### src/rtl/core/serial_line_capture_assert.svh
// ----------------------------------------------------------------------------
// Serial line capture assertion macros
// Shared concurrent assertion forms for the capture logic.
// ----------------------------------------------------------------------------
`ifndef SERIAL_LINE_CAPTURE_ASSERT_SVH
`define SERIAL_LINE_CAPTURE_ASSERT_SVH

// The consequent must hold in the same cycle as the antecedent.
`define SCL_ASSERT_SAME(label, clk, rst, ante, cons) \
   label: assert property (@(posedge clk) disable iff (rst) (ante) |-> (cons)) \
      else $error("serial line capture: same-cycle check failed");

// The consequent must hold in the cycle after the antecedent.
`define SCL_ASSERT_NEXT(label, clk, rst, ante, cons) \
   label: assert property (@(posedge clk) disable iff (rst) (ante) |=> (cons)) \
      else $error("serial line capture: next-cycle check failed");

`endif

### src/rtl/core/scl_pkg.sv
// ----------------------------------------------------------------------------
// Serial line capture package
// Types, codes and character constants shared by the capture modules.
// ----------------------------------------------------------------------------
package scl_pkg;

   localparam int MAX_LEN_DEFAULT = 128;
   localparam int BYTE_W          = 8;
   localparam int CSR_IDX_W       = 1;

   typedef enum logic [1:0] {
      KIND_BYTE = 2'd0,
      KIND_ARM  = 2'd1,
      KIND_READ = 2'd2
   } kind_type;

   localparam logic [CSR_IDX_W-1:0] CSR_LISTEN_MODEM  = 1'd0;
   localparam logic [CSR_IDX_W-1:0] CSR_SENTENCE_TYPE = 1'd1;

   localparam logic [BYTE_W-1:0] CHAR_CTRL_MAX  = 8'd31;
   localparam logic [BYTE_W-1:0] CHAR_PRINT_MIN = 8'd32;
   localparam logic [BYTE_W-1:0] CHAR_PROMPT    = 8'd62;
   localparam logic [BYTE_W-1:0] CHAR_CR        = 8'd13;
   localparam logic [BYTE_W-1:0] CHAR_DOLLAR    = 8'd36;
   localparam logic [BYTE_W-1:0] CHAR_NUL       = 8'd0;
   localparam int                TYPE_POS       = 5;

   typedef struct packed {
      logic [1:0]        kind;
      logic [BYTE_W-1:0] rx_byte;
      logic [BYTE_W-1:0] read_index;
   } req_item_type;

   typedef struct packed {
      logic              listen_modem;
      logic [BYTE_W-1:0] sentence_type_char;
   } cfg_type;

   typedef struct packed {
      logic              en;
      logic [BYTE_W-1:0] addr;
      logic [BYTE_W-1:0] data;
   } buf_wr_type;

   typedef struct packed {
      logic              line_done;
      logic [BYTE_W-1:0] line_length;
      logic              switch_to_pc;
   } status_type;

endpackage

### src/rtl/core/scl_if.sv
// ----------------------------------------------------------------------------
// Serial line capture channels
// Valid/ready channels for request items and result items.
// ----------------------------------------------------------------------------
interface scl_req_if;
   logic                      valid;
   logic                      ready;
   logic [1:0]                kind;
   logic [scl_pkg::BYTE_W-1:0] rx_byte;
   logic [scl_pkg::BYTE_W-1:0] read_index;

   modport source (output valid, output kind, output rx_byte, output read_index,
                   input ready);
   modport sink   (input valid, input kind, input rx_byte, input read_index,
                   output ready);
endinterface

interface scl_rsp_if;
   logic                      valid;
   logic                      ready;
   logic [scl_pkg::BYTE_W-1:0] read_byte;
   logic                      line_done;
   logic [scl_pkg::BYTE_W-1:0] line_length;
   logic                      switch_to_pc;

   modport source (output valid, output read_byte, output line_done,
                   output line_length, output switch_to_pc, input ready);
   modport sink   (input valid, input read_byte, input line_done,
                   input line_length, input switch_to_pc, output ready);
endinterface

### src/rtl/core/scl_ram.sv
// ----------------------------------------------------------------------------
// Serial line capture RAM
// Generic single write port, single registered read port memory.
// ----------------------------------------------------------------------------
module scl_ram #(
   parameter int WIDTH = scl_pkg::BYTE_W,
   parameter int DEPTH = scl_pkg::MAX_LEN_DEFAULT + 1
) (
   input  logic                     clock,
   input  logic                     wr_en,
   input  logic [$clog2(DEPTH)-1:0] wr_addr,
   input  logic [WIDTH-1:0]         wr_data,
   input  logic                     rd_en,
   input  logic [$clog2(DEPTH)-1:0] rd_addr,
   output logic [WIDTH-1:0]         rd_data
);

   logic [WIDTH-1:0] mem_ff [DEPTH];
   logic [WIDTH-1:0] rd_data_ff;

   always_ff @(posedge clock) begin
      if (wr_en) begin
         mem_ff[wr_addr] <= wr_data;
      end
      if (rd_en) begin
         rd_data_ff <= mem_ff[rd_addr];
      end
   end

   assign rd_data = rd_data_ff;

endmodule

### src/rtl/core/scl_ctrl.sv
// ----------------------------------------------------------------------------
// Serial line capture control
// Fill position and stop flag, line rules for modem and GPS mode.
// ----------------------------------------------------------------------------
`include "serial_line_capture_assert.svh"

module scl_ctrl #(
   parameter int MAX_LEN = scl_pkg::MAX_LEN_DEFAULT
) (
   input  logic                  clock,
   input  logic                  reset,
   input  logic                  fire,
   input  scl_pkg::req_item_type item,
   input  scl_pkg::cfg_type      cfg,
   output scl_pkg::buf_wr_type   buf_wr,
   output scl_pkg::status_type   status
);

   localparam int FW = $clog2(MAX_LEN + 1);

   logic [FW-1:0]              fill_ff;
   logic [FW-1:0]              fill_in;
   logic                       stopped_ff;
   logic                       stopped_in;
   logic                       pulse;
   logic                       wr_en;
   logic [scl_pkg::BYTE_W-1:0] wr_data;
   logic [scl_pkg::BYTE_W-1:0] b;
   logic                       fill_nz;
   logic                       full;
   logic                       modem_end;
   logic                       gps_end;
   logic                       type_miss;

   assign b         = item.rx_byte;
   assign fill_nz   = (fill_ff != '0);
   assign full      = (fill_ff >= FW'(MAX_LEN));
   assign modem_end = ((b <= scl_pkg::CHAR_CTRL_MAX) && fill_nz) ||
                      (b == scl_pkg::CHAR_PROMPT) || full;
   assign gps_end   = ((b == scl_pkg::CHAR_CR) && fill_nz) || full;
   assign type_miss = (fill_ff == FW'(scl_pkg::TYPE_POS)) &&
                      (b != cfg.sentence_type_char);

   always_comb begin
      fill_in    = fill_ff;
      stopped_in = stopped_ff;
      pulse      = 1'b0;
      wr_en      = 1'b0;
      wr_data    = scl_pkg::CHAR_NUL;
      if (fire) begin
         unique case (item.kind)
            scl_pkg::KIND_BYTE: begin
               if (!stopped_ff) begin
                  if (cfg.listen_modem) begin
                     if (modem_end) begin
                        wr_en      = 1'b1;
                        stopped_in = 1'b1;
                     end else if (b >= scl_pkg::CHAR_PRINT_MIN) begin
                        wr_en   = 1'b1;
                        wr_data = b;
                        fill_in = fill_ff + FW'(1);
                     end
                  end else begin
                     if (gps_end) begin
                        wr_en      = 1'b1;
                        stopped_in = 1'b1;
                        pulse      = 1'b1;
                     end else if ((b == scl_pkg::CHAR_DOLLAR) || fill_nz) begin
                        if (type_miss) begin
                           fill_in = '0;
                        end else begin
                           wr_en   = 1'b1;
                           wr_data = b;
                           fill_in = fill_ff + FW'(1);
                        end
                     end
                  end
               end
            end
            scl_pkg::KIND_ARM: begin
               fill_in    = '0;
               stopped_in = 1'b0;
            end
            default: begin
            end
         endcase
      end
   end

   always_ff @(posedge clock) begin
      if (reset) begin
         fill_ff    <= '0;
         stopped_ff <= 1'b0;
      end else begin
         fill_ff    <= fill_in;
         stopped_ff <= stopped_in;
      end
   end

   assign buf_wr.en           = wr_en;
   assign buf_wr.addr         = scl_pkg::BYTE_W'(fill_ff);
   assign buf_wr.data         = wr_data;
   assign status.line_done    = stopped_in;
   assign status.line_length  = scl_pkg::BYTE_W'(fill_in);
   assign status.switch_to_pc = pulse;

   `SCL_ASSERT_NEXT(a_stopped_holds, clock, reset,
      fire && (item.kind == scl_pkg::KIND_BYTE) && stopped_ff,
      stopped_ff && $stable(fill_ff))
   `SCL_ASSERT_NEXT(a_store_advances, clock, reset,
      wr_en && !stopped_in, fill_ff == $past(fill_ff) + FW'(1))
   `SCL_ASSERT_SAME(a_pulse_gps_end, clock, reset,
      pulse, !cfg.listen_modem && wr_en && (wr_data == scl_pkg::CHAR_NUL))

endmodule

### src/rtl/core/serial_line_capture.sv
// ----------------------------------------------------------------------------
// Serial line capture
// Captures one text line from received bytes into a buffer and reads it back.
// ----------------------------------------------------------------------------
// The block takes one request item per clock while the result channel is not
// stalled, and returns one result item for each: the request is held in an
// input register, the line rules and the buffer write or read run as it moves
// to the output register, where the result sits until taken. The line buffer
// is a RAM of MAX_LEN + 1 bytes with a registered read port, so a read item
// sees every byte written by earlier items. The buffer is not cleared after
// reset; read only positions that the current or an earlier line has written.
module serial_line_capture #(
   parameter int MAX_LEN = scl_pkg::MAX_LEN_DEFAULT
) (
   input  logic                          clock,
   input  logic                          reset,
   scl_req_if.sink                       req_ch,
   scl_rsp_if.source                     rsp_ch,
   input  logic                          csr_wen,
   input  logic [scl_pkg::CSR_IDX_W-1:0] csr_index,
   input  logic [scl_pkg::BYTE_W-1:0]    csr_wdata
);

   localparam int AW = $clog2(MAX_LEN + 1);

   logic                       s1_valid_ff;
   scl_pkg::req_item_type      s1_item_ff;
   logic                       s1_adv;
   logic                       s2_valid_ff;
   logic                       s2_valid_in;
   scl_pkg::status_type        s2_status_ff;
   logic                       s2_hit_ff;
   scl_pkg::cfg_type           cfg_ff;
   scl_pkg::cfg_type           cfg_in;
   scl_pkg::buf_wr_type        buf_wr;
   scl_pkg::status_type        status;
   scl_pkg::req_item_type      req_item;
   logic                       rd_en;
   logic [scl_pkg::BYTE_W-1:0] rd_data;

   assign s1_adv       = s1_valid_ff && (!s2_valid_ff || rsp_ch.ready);
   assign req_ch.ready = !s1_valid_ff || s1_adv;
   assign s2_valid_in  = s1_adv || (s2_valid_ff && !rsp_ch.ready);

   assign req_item.kind       = req_ch.kind;
   assign req_item.rx_byte    = req_ch.rx_byte;
   assign req_item.read_index = req_ch.read_index;

   assign rd_en = s1_adv && (s1_item_ff.kind == scl_pkg::KIND_READ) &&
                  (s1_item_ff.read_index <= scl_pkg::BYTE_W'(MAX_LEN));

   always_comb begin
      cfg_in = cfg_ff;
      if (csr_wen) begin
         unique case (csr_index)
            scl_pkg::CSR_LISTEN_MODEM:  cfg_in.listen_modem       = csr_wdata[0];
            scl_pkg::CSR_SENTENCE_TYPE: cfg_in.sentence_type_char = csr_wdata;
            default: begin
            end
         endcase
      end
   end

   always_ff @(posedge clock) begin
      if (reset) begin
         s1_valid_ff <= 1'b0;
         s2_valid_ff <= 1'b0;
         cfg_ff      <= '0;
      end else begin
         s1_valid_ff <= !req_ch.ready || req_ch.valid;
         s2_valid_ff <= s2_valid_in;
         cfg_ff      <= cfg_in;
      end
   end

   always_ff @(posedge clock) begin
      if (req_ch.valid && req_ch.ready) begin
         s1_item_ff <= req_item;
      end
      if (s1_adv) begin
         s2_status_ff <= status;
         s2_hit_ff    <= rd_en;
      end
   end

   scl_ctrl #(
      .MAX_LEN (MAX_LEN)
   ) u_ctrl (
      .clock  (clock),
      .reset  (reset),
      .fire   (s1_adv),
      .item   (s1_item_ff),
      .cfg    (cfg_ff),
      .buf_wr (buf_wr),
      .status (status)
   );

   scl_ram #(
      .WIDTH (scl_pkg::BYTE_W),
      .DEPTH (MAX_LEN + 1)
   ) u_line_buffer (
      .clock   (clock),
      .wr_en   (buf_wr.en),
      .wr_addr (buf_wr.addr[AW-1:0]),
      .wr_data (buf_wr.data),
      .rd_en   (rd_en),
      .rd_addr (s1_item_ff.read_index[AW-1:0]),
      .rd_data (rd_data)
   );

   assign rsp_ch.valid        = s2_valid_ff;
   assign rsp_ch.read_byte    = s2_hit_ff ? rd_data : '0;
   assign rsp_ch.line_done    = s2_status_ff.line_done;
   assign rsp_ch.line_length  = s2_status_ff.line_length;
   assign rsp_ch.switch_to_pc = s2_status_ff.switch_to_pc;

endmodule
### src/flat_wrapper.sv
// flat-port wrapper written by rule: the top's interface ports become plain ports
module serial_line_capture_flat 
#(
   parameter int MAX_LEN = scl_pkg::MAX_LEN_DEFAULT
)
  (clock, reset, csr_wen, csr_index, csr_wdata, req_ch_valid, req_ch_kind, req_ch_rx_byte, req_ch_read_index, req_ch_ready, rsp_ch_valid, rsp_ch_read_byte, rsp_ch_line_done, rsp_ch_line_length, rsp_ch_switch_to_pc, rsp_ch_ready);
  scl_req_if req_ch_i ();
  scl_rsp_if rsp_ch_i ();
  input  logic clock;
  input  logic reset;
  input  logic csr_wen;
  input  logic [scl_pkg::CSR_IDX_W-1:0] csr_index;
  input  logic [scl_pkg::BYTE_W-1:0] csr_wdata;
  input wire logic [$bits(req_ch_i.valid)-1:0] req_ch_valid;
  input wire logic [$bits(req_ch_i.kind)-1:0] req_ch_kind;
  input wire logic [$bits(req_ch_i.rx_byte)-1:0] req_ch_rx_byte;
  input wire logic [$bits(req_ch_i.read_index)-1:0] req_ch_read_index;
  output wire logic [$bits(req_ch_i.ready)-1:0] req_ch_ready;
  output wire logic [$bits(rsp_ch_i.valid)-1:0] rsp_ch_valid;
  output wire logic [$bits(rsp_ch_i.read_byte)-1:0] rsp_ch_read_byte;
  output wire logic [$bits(rsp_ch_i.line_done)-1:0] rsp_ch_line_done;
  output wire logic [$bits(rsp_ch_i.line_length)-1:0] rsp_ch_line_length;
  output wire logic [$bits(rsp_ch_i.switch_to_pc)-1:0] rsp_ch_switch_to_pc;
  input wire logic [$bits(rsp_ch_i.ready)-1:0] rsp_ch_ready;
  assign req_ch_i.valid = req_ch_valid;
  assign req_ch_i.kind = req_ch_kind;
  assign req_ch_i.rx_byte = req_ch_rx_byte;
  assign req_ch_i.read_index = req_ch_read_index;
  assign req_ch_ready = req_ch_i.ready;
  assign rsp_ch_valid = rsp_ch_i.valid;
  assign rsp_ch_read_byte = rsp_ch_i.read_byte;
  assign rsp_ch_line_done = rsp_ch_i.line_done;
  assign rsp_ch_line_length = rsp_ch_i.line_length;
  assign rsp_ch_switch_to_pc = rsp_ch_i.switch_to_pc;
  assign rsp_ch_i.ready = rsp_ch_ready;
  serial_line_capture #(.MAX_LEN(MAX_LEN)) u_core (.clock(clock), .reset(reset), .req_ch(req_ch_i), .rsp_ch(rsp_ch_i), .csr_wen(csr_wen), .csr_index(csr_index), .csr_wdata(csr_wdata));
endmodule
### config.mk
export PLATFORM = sky130hd
export DESIGN_NAME = serial_line_capture_flat
export DESIGN_NICKNAME = d
export VERILOG_FILES = /design/src/rtl/core/scl_pkg.sv /design/src/rtl/core/scl_if.sv /design/src/rtl/core/scl_ram.sv /design/src/rtl/core/scl_ctrl.sv /design/src/rtl/core/serial_line_capture.sv /design/src/flat_wrapper.sv
export VERILOG_INCLUDE_DIRS = /design/src /design/src/rtl/core
export SDC_FILE = /design/constraint.sdc
export NUM_CORES = 1
export LEC_CHECK = 0
export BUFFER_PORTS_ARGS = -buffer_cell sky130_fd_sc_hd__clkbuf_2
export CAP_MARGIN = 20
export CORE_MARGIN = 2
export CORE_UTILIZATION = 52
export CTS_CLUSTER_SIZE = 14
export DETAILED_ROUTE_END_ITERATION = 10
export PLACE_DENSITY = 0.68
export SLEW_MARGIN = 15
export SYNTH_ARGS = -nofsm -noshare
export SYNTH_HDL_FRONTEND = slang
export SYNTH_HIERARCHICAL = 1
export SYNTH_SLANG_ARGS = --single-unit
export TNS_END_PERCENT = 20
### constraint.sdc
create_clock -name clock -period 4.8 [get_ports clock]
set_input_delay 0.48 -clock clock [delete_from_list [all_inputs] [get_ports clock]]
set_output_delay 0.48 -clock clock [all_outputs]
set_load 0.02 [all_outputs]
# Word-level counts from Yosys, hierarchy flattened
# Memory sizes are Yosys's and may differ from the RTL's. A register that Yosys moved wholly into a read port is not among the register bits.
# Cells that the tools add are included.
# totals
ff_bits	49
mem_bits_rw	1032
in_bits	32
output_inout_bits	20
word_cells	89
n_memories	1
# memory_table
name	depth	word_bits	read_ports	rd_ports_with_merged_regs	write_ports	line_no	text
u_core.u_line_buffer.mem_ff	129	8	1	1	1	scl_ram.sv:18	logic [WIDTH-1:0] mem_ff [DEPTH];
# classes
addsub	1
magnitude_cmp	4
eq_ne	7
mux	36
n_bitwise	2
n_reduce_logical	25
# ops
op	count
8-bit 2-to-1 mux	18
8-bit by 6-bit == test with 1-bit output, second input constant	2
1-bit 2-to-1 mux	16
8-bit case mux with 2 select lines	1
8-bit by 1-bit adder with 8-bit output, second input constant	1
8-bit by 3-bit == test with 1-bit output, second input constant	1
8-bit by 4-bit == test with 1-bit output, second input constant	1
8-bit by 6-bit greater-or-equal comparator with 1-bit output, second input constant	1
8-bit greater-or-equal comparator, second input constant	1
8-bit by 5-bit less-or-equal comparator with 1-bit output, second input constant	1
8-bit less-or-equal comparator, second input constant	1
1-bit logical AND	8
1-bit logical OR	8
8-bit inequality test	1
8-bit nonzero test	1
1-bit zero test	4
2-bit AND reduction	2
3-bit OR reduction	1
2-bit by 1-bit == test with 1-bit output, second input constant	1
2-bit == test, second input constant	1
2-bit zero test	1
1-bit inverter	2
1-bit case mux with 2 select lines	1

# Logic depth before layout (Yosys ltp)
# Gate-level depths: netlist (run 1).
# logic_depth
word_depth	11
mapped_depth	12
ltp_nobuf	9

# By module
# Netlist (run 1), hierarchy kept.
# modules_own_cells
module	instances	cells_per_inst	area_per_inst_um2	seq_area_each_um2
scl_ram	1	2031	40875.5	31230.0
serial_line_capture	1	90	1361.3	1091.0
scl_ctrl	1	156	1114.8	180.2

# Least setup slack after synthesis (run 1)
# No wires, ideal clock.
# synth_path
path_type	input port to flip-flop
startpoint	in rsp_ch_ready
endpoint	mem u_core/u_line_buffer/mem_ff[0][0] in the netlist's numbering, data pin
arrival_ns	3.647
path_slack_ns	0.615
path_stages	7
path_buffers	1
path_cell_list	nor2b_1 -> nor2b_1 -> nor2b_1 -> nand3_1 -> clkbuf_1 -> nor2_1 -> and2_1
# synth_rtl
item	line_no	text
from (decl)	flat_wrapper.sv:24	input wire logic [$bits(rsp_ch_i.ready)-1:0] rsp_ch_ready;
to (decl)	scl_ram.sv:18	

==> impl_results.md, run 1 <==
* Fmax at between 0.2 and 0.25 GHz
* Count of different cell masters after synthesis at 70
* Largest area contributor in the netlist: edfxtp_1
* Top cells by area, synth: edfxtp_1, mux4_2, mux2i_1
* Fillers at about 5800
* Clock latency on the worst-skew pair at roughly 0.68 ns
* Outcome: complete, no violations
* Clock buffer count from CTS at roughly 110
* Power Dens Cells at around 400 nW/um2
* Antenna violations before repair at 1
* Setup TNS Final at 0 ns
* Setup Viol. Count Final at 0
* Clock Skew at around 0.024 ns
* Synth Flop Type: edfxtp_1
* Period Utilization, post-route at a little under nine tenths
* Max IR drop VDD at roughly 320 uV
* Final Max Slew Viols at 0
* Drt pass-1 iters at 6
* Most common library cells after synthesis: edfxtp_1, mux4_2, nor2_1
* Worst r2r dst: u_core/u_line_buffer/mem_ff[61][3]
* Hold Vio Cnt, Final at 0
* Global-route wire length before repair at 157000 um
* Mapped Cells at approximately 2300
* Core area at between 80000 and 90000 um2
* Vias in the first global route at 22900
* Critical path peak fanout at 20
* Worst EP arrival at 4.40 ns
* MaxCap Viol Count at 0
* Worst Max-Slew Pin Slew at 1.07 ns
* Clk slew on worst S/H paths at ~0.06 ns
* Die X-Extent at about 290 um
* Min-delay src: req_ch_read_index[2]
* CTS tree: built
* Hold EP: u_core/s1_item_ff[2]
* Post-layout min period at 4.10 ns
* Ys Warns at 6
* Post-Syn Nets at around 2300
* CP Capture Type: flip-flop
* Chip height at 293 um
* Unrepaired setup endpoints after global routing: false
* Crit Path Class: reg2reg
* Register area share after synthesis at 75.0%
* Synth Cell Area at approximately 43000 um2
* Row cnt at between 100 and 150
* Total Routed Length at approximately 110000 um
* Port Buffers at 51
* Routed len/inst at slightly below 30 um
* Slew HR at around 28%
* GR Util All Layers at ~25%
* Worst setup SP type: flip-flop
* Largest net degree at the start of global routing at between 90 and 100
* FFs w/ async S/R, synth at 0%
* CTS HTree Levels at 3
* Seq cells post-synth at ~1100
* R2R cell count at 8
* Top-area cell type share of the netlist area at ~74%
* TritonCTS Sinks at approximately 1100
* Reg2Reg Setup Slack at about 0.70 ns
* Area delta synth->final at 13.7%
* Avg Synthesized Cell Area at between 15 and 20 um2
* Ports at 52
* Initial core utilization at between 50 and 60%
* Antenna-violating nets left at 0
* Final hold slack at between 0.03 and 0.04 ns
* Worst r2r src: u_core/s1_item_ff[8]
* Cells on Worst Hold Path at 1
* Congestion Overflow GR at 0
* Global placement routability congestion at ~0.89
* Finished Core Util at between 50% and 60%
* Routed vias/inst at approximately 6.4
* Full die area at 85700 um2
* Worst Hold Class: in2reg
* EDFF count, synth at about 1100
* DP Wirelength at between 60000 and 70000 um
* DRC Markers at 0
* Clock buffer depth at 3
* Top-count cell post-synth: edfxtp_1
* Vias at approximately 23000
* Leakage at roughly 15 nW
* 1st-iter DRT viols at just under 3000
* Nets at 2498
* Clock root cell: clkbuf_16
* Worst EP required at 5.10 ns
* Share of cells above drive strength 1 at 23.8%
[placed cells by master (no fill, tap or decap), types with 23 or more instances in the layout]
cell type / instances
clkbuf_2: 51
mux2i_1: 126
a21oi_1: 43
and2_1: 29
o221ai_1: 28
a22oi_1: 23
nand3_1: 47
mux4_2: 188
o22ai_1: 42
nand2_1: 73
a211oi_1: 26
buf_4: 129
edfxtp_1: 1069
nor2b_1: 29
clkbuf_16: 109
nor2_1: 157
[logic make-up (layout without fill, tap and decap cells)]
kind of cell,Yosys count,in the layout,share of synthesized area [%]
fa+ha+maj,3,3,0.0866
buf+inv,150,428,2.14
other cells,0,2,0
xor+xnor,9,9,0.182
compound gates,279,279,4.75
flops,1089,1089,75.0
mux,342,342,13.4
simple gates,405,405,4.42
[layout make-up]
| type | count | area [um2] | share of cell area (%) |
|---|---|---|---|
| clock buffer | 128 | 2830 | 5.74 |
| inverter | 16 | 60.1 | 0.122 |
| sequential | 1089 | 32500 | 66.0 |
| clock inverter | 73 | 925 | 1.88 |
| multi-input combinational | 1038 | 9960 | 20.2 |
| timing repair buffer | 211 | 1660 | 3.36 |
| tap | 1070 | 1340 | 2.72 |
| antenna | 2 | 5.00 | 0.0102 |
[critical path, cell delays in order, from the launching register on]
cell	delay, ns
edfxtp_1	0.44
nor4b_1	0.54
nand4b_1	0.21
nand2_1	0.27
nand2_1	0.11
a221oi_2	0.33
buf_4	0.29
nand4_1	0.66
nor2_1	0.85
[state kept, by name, summed over array words and instances, names as in the netlist]
register	flops
u_core/u_line_buffer/mem_ff	1032
u_core/s1_item_ff	18
u_core/cfg_ff	9
u_core/rsp_ch.line_length	8
u_core/u_ctrl/fill_ff	8
u_core/u_line_buffer/rd_data	8
u_core/rsp_ch.line_done	1
u_core/rsp_ch.switch_to_pc	1
u_core/rsp_ch.valid	1
u_core/s1_valid_ff	1
u_core/s2_hit_ff	1
u_core/u_ctrl/stopped_ff	1
[metal layers]
| layer | share of wire (%) | wire (um) | vias to the layer above | global-route usage, % |
|---|---|---|---|---|
| met5 | 0 | 0 | - | 0 |
| met4 | 3.6 | 3860 | 0 | 8.62 |
| met3 | 9.9 | 10700 | 237 | 6.09 |
| met2 | 47 | 50800 | 1189 | 39.6 |
| met1 | 39 | 42300 | 12000 | 35.4 |
| li1 | - | - | 9700 | - |
[how the worst max path moves through the flow]
stage / slack, ns / cells after the start / endpoint / startpoint
2_1_floorplan: 0.61 / 7 / u_core/u_line_buffer/mem_ff[0][0] / rsp_ch_ready
3_3_place_gp: 0.73 / 6 / u_core/u_line_buffer/rd_data[7] / u_core/s1_item_ff[2]
3_5_place_dp: 0.70 / 10 / u_core/u_line_buffer/mem_ff[61][1] / rsp_ch_ready
4_1_cts: 0.71 / 8 / u_core/u_line_buffer/mem_ff[61][7] / u_core/s1_item_ff[8]
5_1_grt: 0.40 / 8 / u_core/u_line_buffer/mem_ff[61][6] / u_core/s1_item_ff[8]
6_report: 0.70 / 8 / u_core/u_line_buffer/mem_ff[61][3] / u_core/s1_item_ff[8]
[power by group]
part | leakage [nW] | switching (mW) | internal (mW)
Clock | 1.83 | 3.52 | 5.33
Sequential | 9.32 | 0.0326 | 10.3
Combinational | 4.14 | 0.415 | 0.263
Total | 15.3 | 3.97 | 15.9
[per-stage QoR]
stage / instances / setup slack (ns) / cell area (um2) / power, mW
floorplan: 2277 / 0.615 / 43400 / 11.0
finish: 3627 / 0.700 / 49300 / 19.9
global placement: 3405 / 0.727 / 45300 / 11.2
detailed placement: 3406 / 0.705 / 45300 / 11.2
CTS: 3625 / 0.713 / 49300 / 20.0
global route: 3625 / 0.400 / 49300 / 20.4
[timing repair]
item	4_1_cts	5_1_grt
hold endpoints to repair	18	0
buffers inserted	0	0
resized for setup	0	0
hold buffers	18	0
No activity file was read; power rests on OpenSTA's default activity.
==> inputs of run 2 (changes only) <==
--- a/config.mk
+++ b/config.mk
@@ -8,7 +8,7 @@
 export LEC_CHECK = 0
 export BUFFER_PORTS_ARGS = -buffer_cell sky130_fd_sc_hd__clkbuf_2
 export CAP_MARGIN = 20
-export CORE_MARGIN = 2
+export CORE_MARGIN = 4
 export CORE_UTILIZATION = 52
 export CTS_CLUSTER_SIZE = 14
 export DETAILED_ROUTE_END_ITERATION = 10
==> constraint.sdc (replaced) <==
create_clock -name clock -period 4.8 [get_ports clock]
set_input_delay 0.48 -clock clock [delete_from_list [all_inputs] [get_ports clock]]
set_output_delay 0.48 -clock clock [all_outputs]
set_load 0.01 [all_outputs]
==> run 2 against run 1 <==
Effect of this change:
- setup slack got worse by 0.49 ns
- critical path depth down 1
- global-route usage is 0.67 points lower
- largest power group unchanged
==> impl_results.md, run 2 (same netlist as run 1, synthesis figures left out) <==
* Crit-path cells: nor4b_1, nand4b_1, nand2_1, nand2_1, a221oi_2, nand3_1, nor2_1
* Clock latency on the worst-skew pair at around 0.7 ns
* 1st-iter DRT viols at roughly 2700
* Fillers at 5869
* Worst Max-Slew Pin Slew at about 1.2 ns
* Clock share of power at approximately two fifths
* Full die area at around 88000 um2
* Placed Cells incl. Taps at around 3400
* Vias in the first global route at roughly 23000
* Vias at around 23000
* Row cnt at around 110
* Crit Path Class: reg2reg
* Unrepaired setup endpoints after global routing: false
* Hold EP: u_core/cfg_ff[2]
* Worst EP required at approximately 5.1 ns
* Finished Core Util at roughly three fifths
* Clk slew on worst S/H paths at roughly 0.060 ns
* Power Dens Cells at 384 nW/um2
* Ant diodes at 0
* Global placement routability congestion at roughly 0.90
* Routed len/inst at 29.9 um
* Placed Instance Area at roughly 45000 um2
* DRC Markers at 0
* Reg with most FFs: u_core/u_line_buffer/mem_ff
* GR Util All Layers at roughly a quarter
* Initial core utilization at ~53%
* Count of non-filler cells in the finished layout at ~3600
* Port Buffers at 51
* Pre-CTS setup slack at around 0.33 ns
* CP Capture Type: flip-flop
* TritonCTS Sinks at 1089
* Post-layout min period at 4.59 ns
* Worst setup SP type: flip-flop
* Setup Viol. Count Final at 0
* Switching Share at between 20% and 30%
* Leakage at ~15 nW
* DP Wirelength at between 60000 and 70000 um
* Worst r2r src: u_core/s1_item_ff[8]
* Crit. Startpoint: u_core/s1_item_ff[8]
* Worst Hold Class: in2reg
* CP dominant cell by count: nand2_1
* Top cell family by delay on the critical path: simple AND/OR/NAND/NOR gates
* Cell-internal power at roughly 15 mW
* Period Utilization, post-route at 95.6%
* Ports at 52
* Slew HR at between 20% and 30%
* Fmax at 0.218 GHz
* Worst r2r dst: u_core/u_line_buffer/mem_ff[114][1]
* Most frequent cells in the layout: edfxtp_1, mux4_2, nor2_1
* R2R cell count at 7
* Critical path peak fanout at 12
* Clock Skew at approximately 0.038 ns
* Net switching power at just under 4 mW
* Global-route wire length before repair at between 150000 and 200000 um
* Worst EP arrival at between 4 and 5 ns
* Die X-Extent at between 200 and 300 um
* Hold Vio Cnt, Final at 0
* Routed vias/inst at between 6 and 7
* Fin worst setup slack at 0.212 ns
* Most common cell after layout, fill and taps aside: edfxtp_1
* Max reg flops at slightly above 1000
* Chip height at between 200 and 300 um
* Area delta synth->final at 12.8%
* CP Buf/Inv Count at 0
* MaxCap Viol Count at 0
* Finished Cell Area at around 50000 um2
* Largest net degree at the start of global routing at 96
* Top flop regs: u_core/u_line_buffer/mem_ff x1032, u_core/s1_item_ff x18, u_core/cfg_ff x9
* Congestion Overflow GR at 0
* Min-delay src: csr_wdata[2]
* Antenna violations before repair at 3
* Setup repair bufs after CTS at 0
* Reg2Reg Setup Slack at roughly 0.21 ns
* Drt pass-1 iters at 6
* Antenna-violating nets left at 0
* CTS HTree Levels at 3
* Final Max Slew Viols at 0
* Share of cells above drive strength 1 at approximately a quarter
* Outcome: complete, no violations
* CTS tree: built
* Clock root cell: clkbuf_16
* Reg power frac at around 55%
* Crit path largest cell delay at roughly 0.96 ns
* Setup TNS Final at 0 ns
* Total Routed Length at 109000 um
* Combinational Power Share at under 10%
* Core area at about 82000 um2
* Clock buffer count from CTS at roughly 110
* Instance count on the critical path at 7
* Cells on Worst Hold Path at 3
* Nets at roughly 2500
* CP max-delay cell: a221oi_2
* Max IR drop VDD at about 410 uV
* Clock buffer depth at 3
[run 2: cell types whose count changed in the layout (fill, tap and decap cells not counted), moves of 2 or more]
cell / previous run / this run
buf_12: 12 / 14
buf_4: 129 / 137
bufinv_16: 21 / 3
clkbuf_1: 16 / 25
clkbuf_8: 3 / 0
clkinv_1: 21 / 25
clkinv_16: 0 / 2
clkinv_2: 18 / 24
clkinv_4: 4 / 0
clkinvlp_4: 3 / 7
diode_2: 2 / 0
inv_6: 4 / 1
[run 2: repair_timing]
action | 4_1_cts | 5_1_grt
hold buffers | 18 | 0
endpoints found under the hold margin | 18 | 0
setup endpoints to repair | 0 | 42
resized for setup | 0 | 1
[run 2: worst max-delay path by stage]
stage                                          endpoint  slack [ns]
floorplan             u_core/u_line_buffer/mem_ff[0][0]        0.61
detailed placement   u_core/u_line_buffer/mem_ff[68][4]        0.33
global route         u_core/u_line_buffer/mem_ff[37][4]        0.03
finish              u_core/u_line_buffer/mem_ff[114][1]        0.21
global placement        u_core/u_line_buffer/rd_data[4]       -0.14
CTS                  u_core/u_line_buffer/mem_ff[68][4]        0.30
[run 2: stage by stage]
step	hold slack, ns	power, mW
final	0.0427	18.8
after global routing	0.00313	19.4
after CTS	0.00682	18.9
after detailed placement	0.476	11.2
after global placement	0.473	11.2
after floorplan	0.444	11.0
[run 2: worst register-to-register path, delay by kind of cell, from the launching register on]
| kind | cells | cell delay (ns) |
|---|---|---|
| AO/OA/AOI/OAI | 1 | 0.96 |
| AND/OR/NAND/NOR | 6 | 2.84 |
| flip-flops | 1 | 0.44 |
[run 2: power groups by stage]
| stage | combinational, mW | sequential (mW) | clock, mW |
|---|---|---|---|
| 6_report | 0.680 | 10.3 | 7.77 |
| 5_1_grt | 0.717 | 10.3 | 8.35 |
| 4_1_cts | 0.676 | 10.3 | 7.91 |
| 3_5_place_dp | 0.661 | 10.5 | 0 |
| 3_3_place_gp | 0.654 | 10.5 | 0 |
| 2_1_floorplan | 0.470 | 10.5 | 0 |
[run 2: cell type report]
class	count	area [um2]	area share (%)
clock inverters	65	478	0.977
multi-input cells	1038	9960	20.4
well taps	1070	1340	2.74
inverters	16	60.1	0.123
clock buffers	133	2800	5.72
repair buffers	221	1760	3.60
flip-flops and latches	1089	32500	66.5
[run 2: per-layer routing]
metal / vias to the layer above / GRT usage, % / part of all wire [%]
met5: - / 0 / 0.069
met4: 6 / 7.75 / 3.4
met3: 235 / 6.09 / 10
met2: 1299 / 39.3 / 48
met1: 12000 / 34.1 / 38
li1: 9716 / - / -
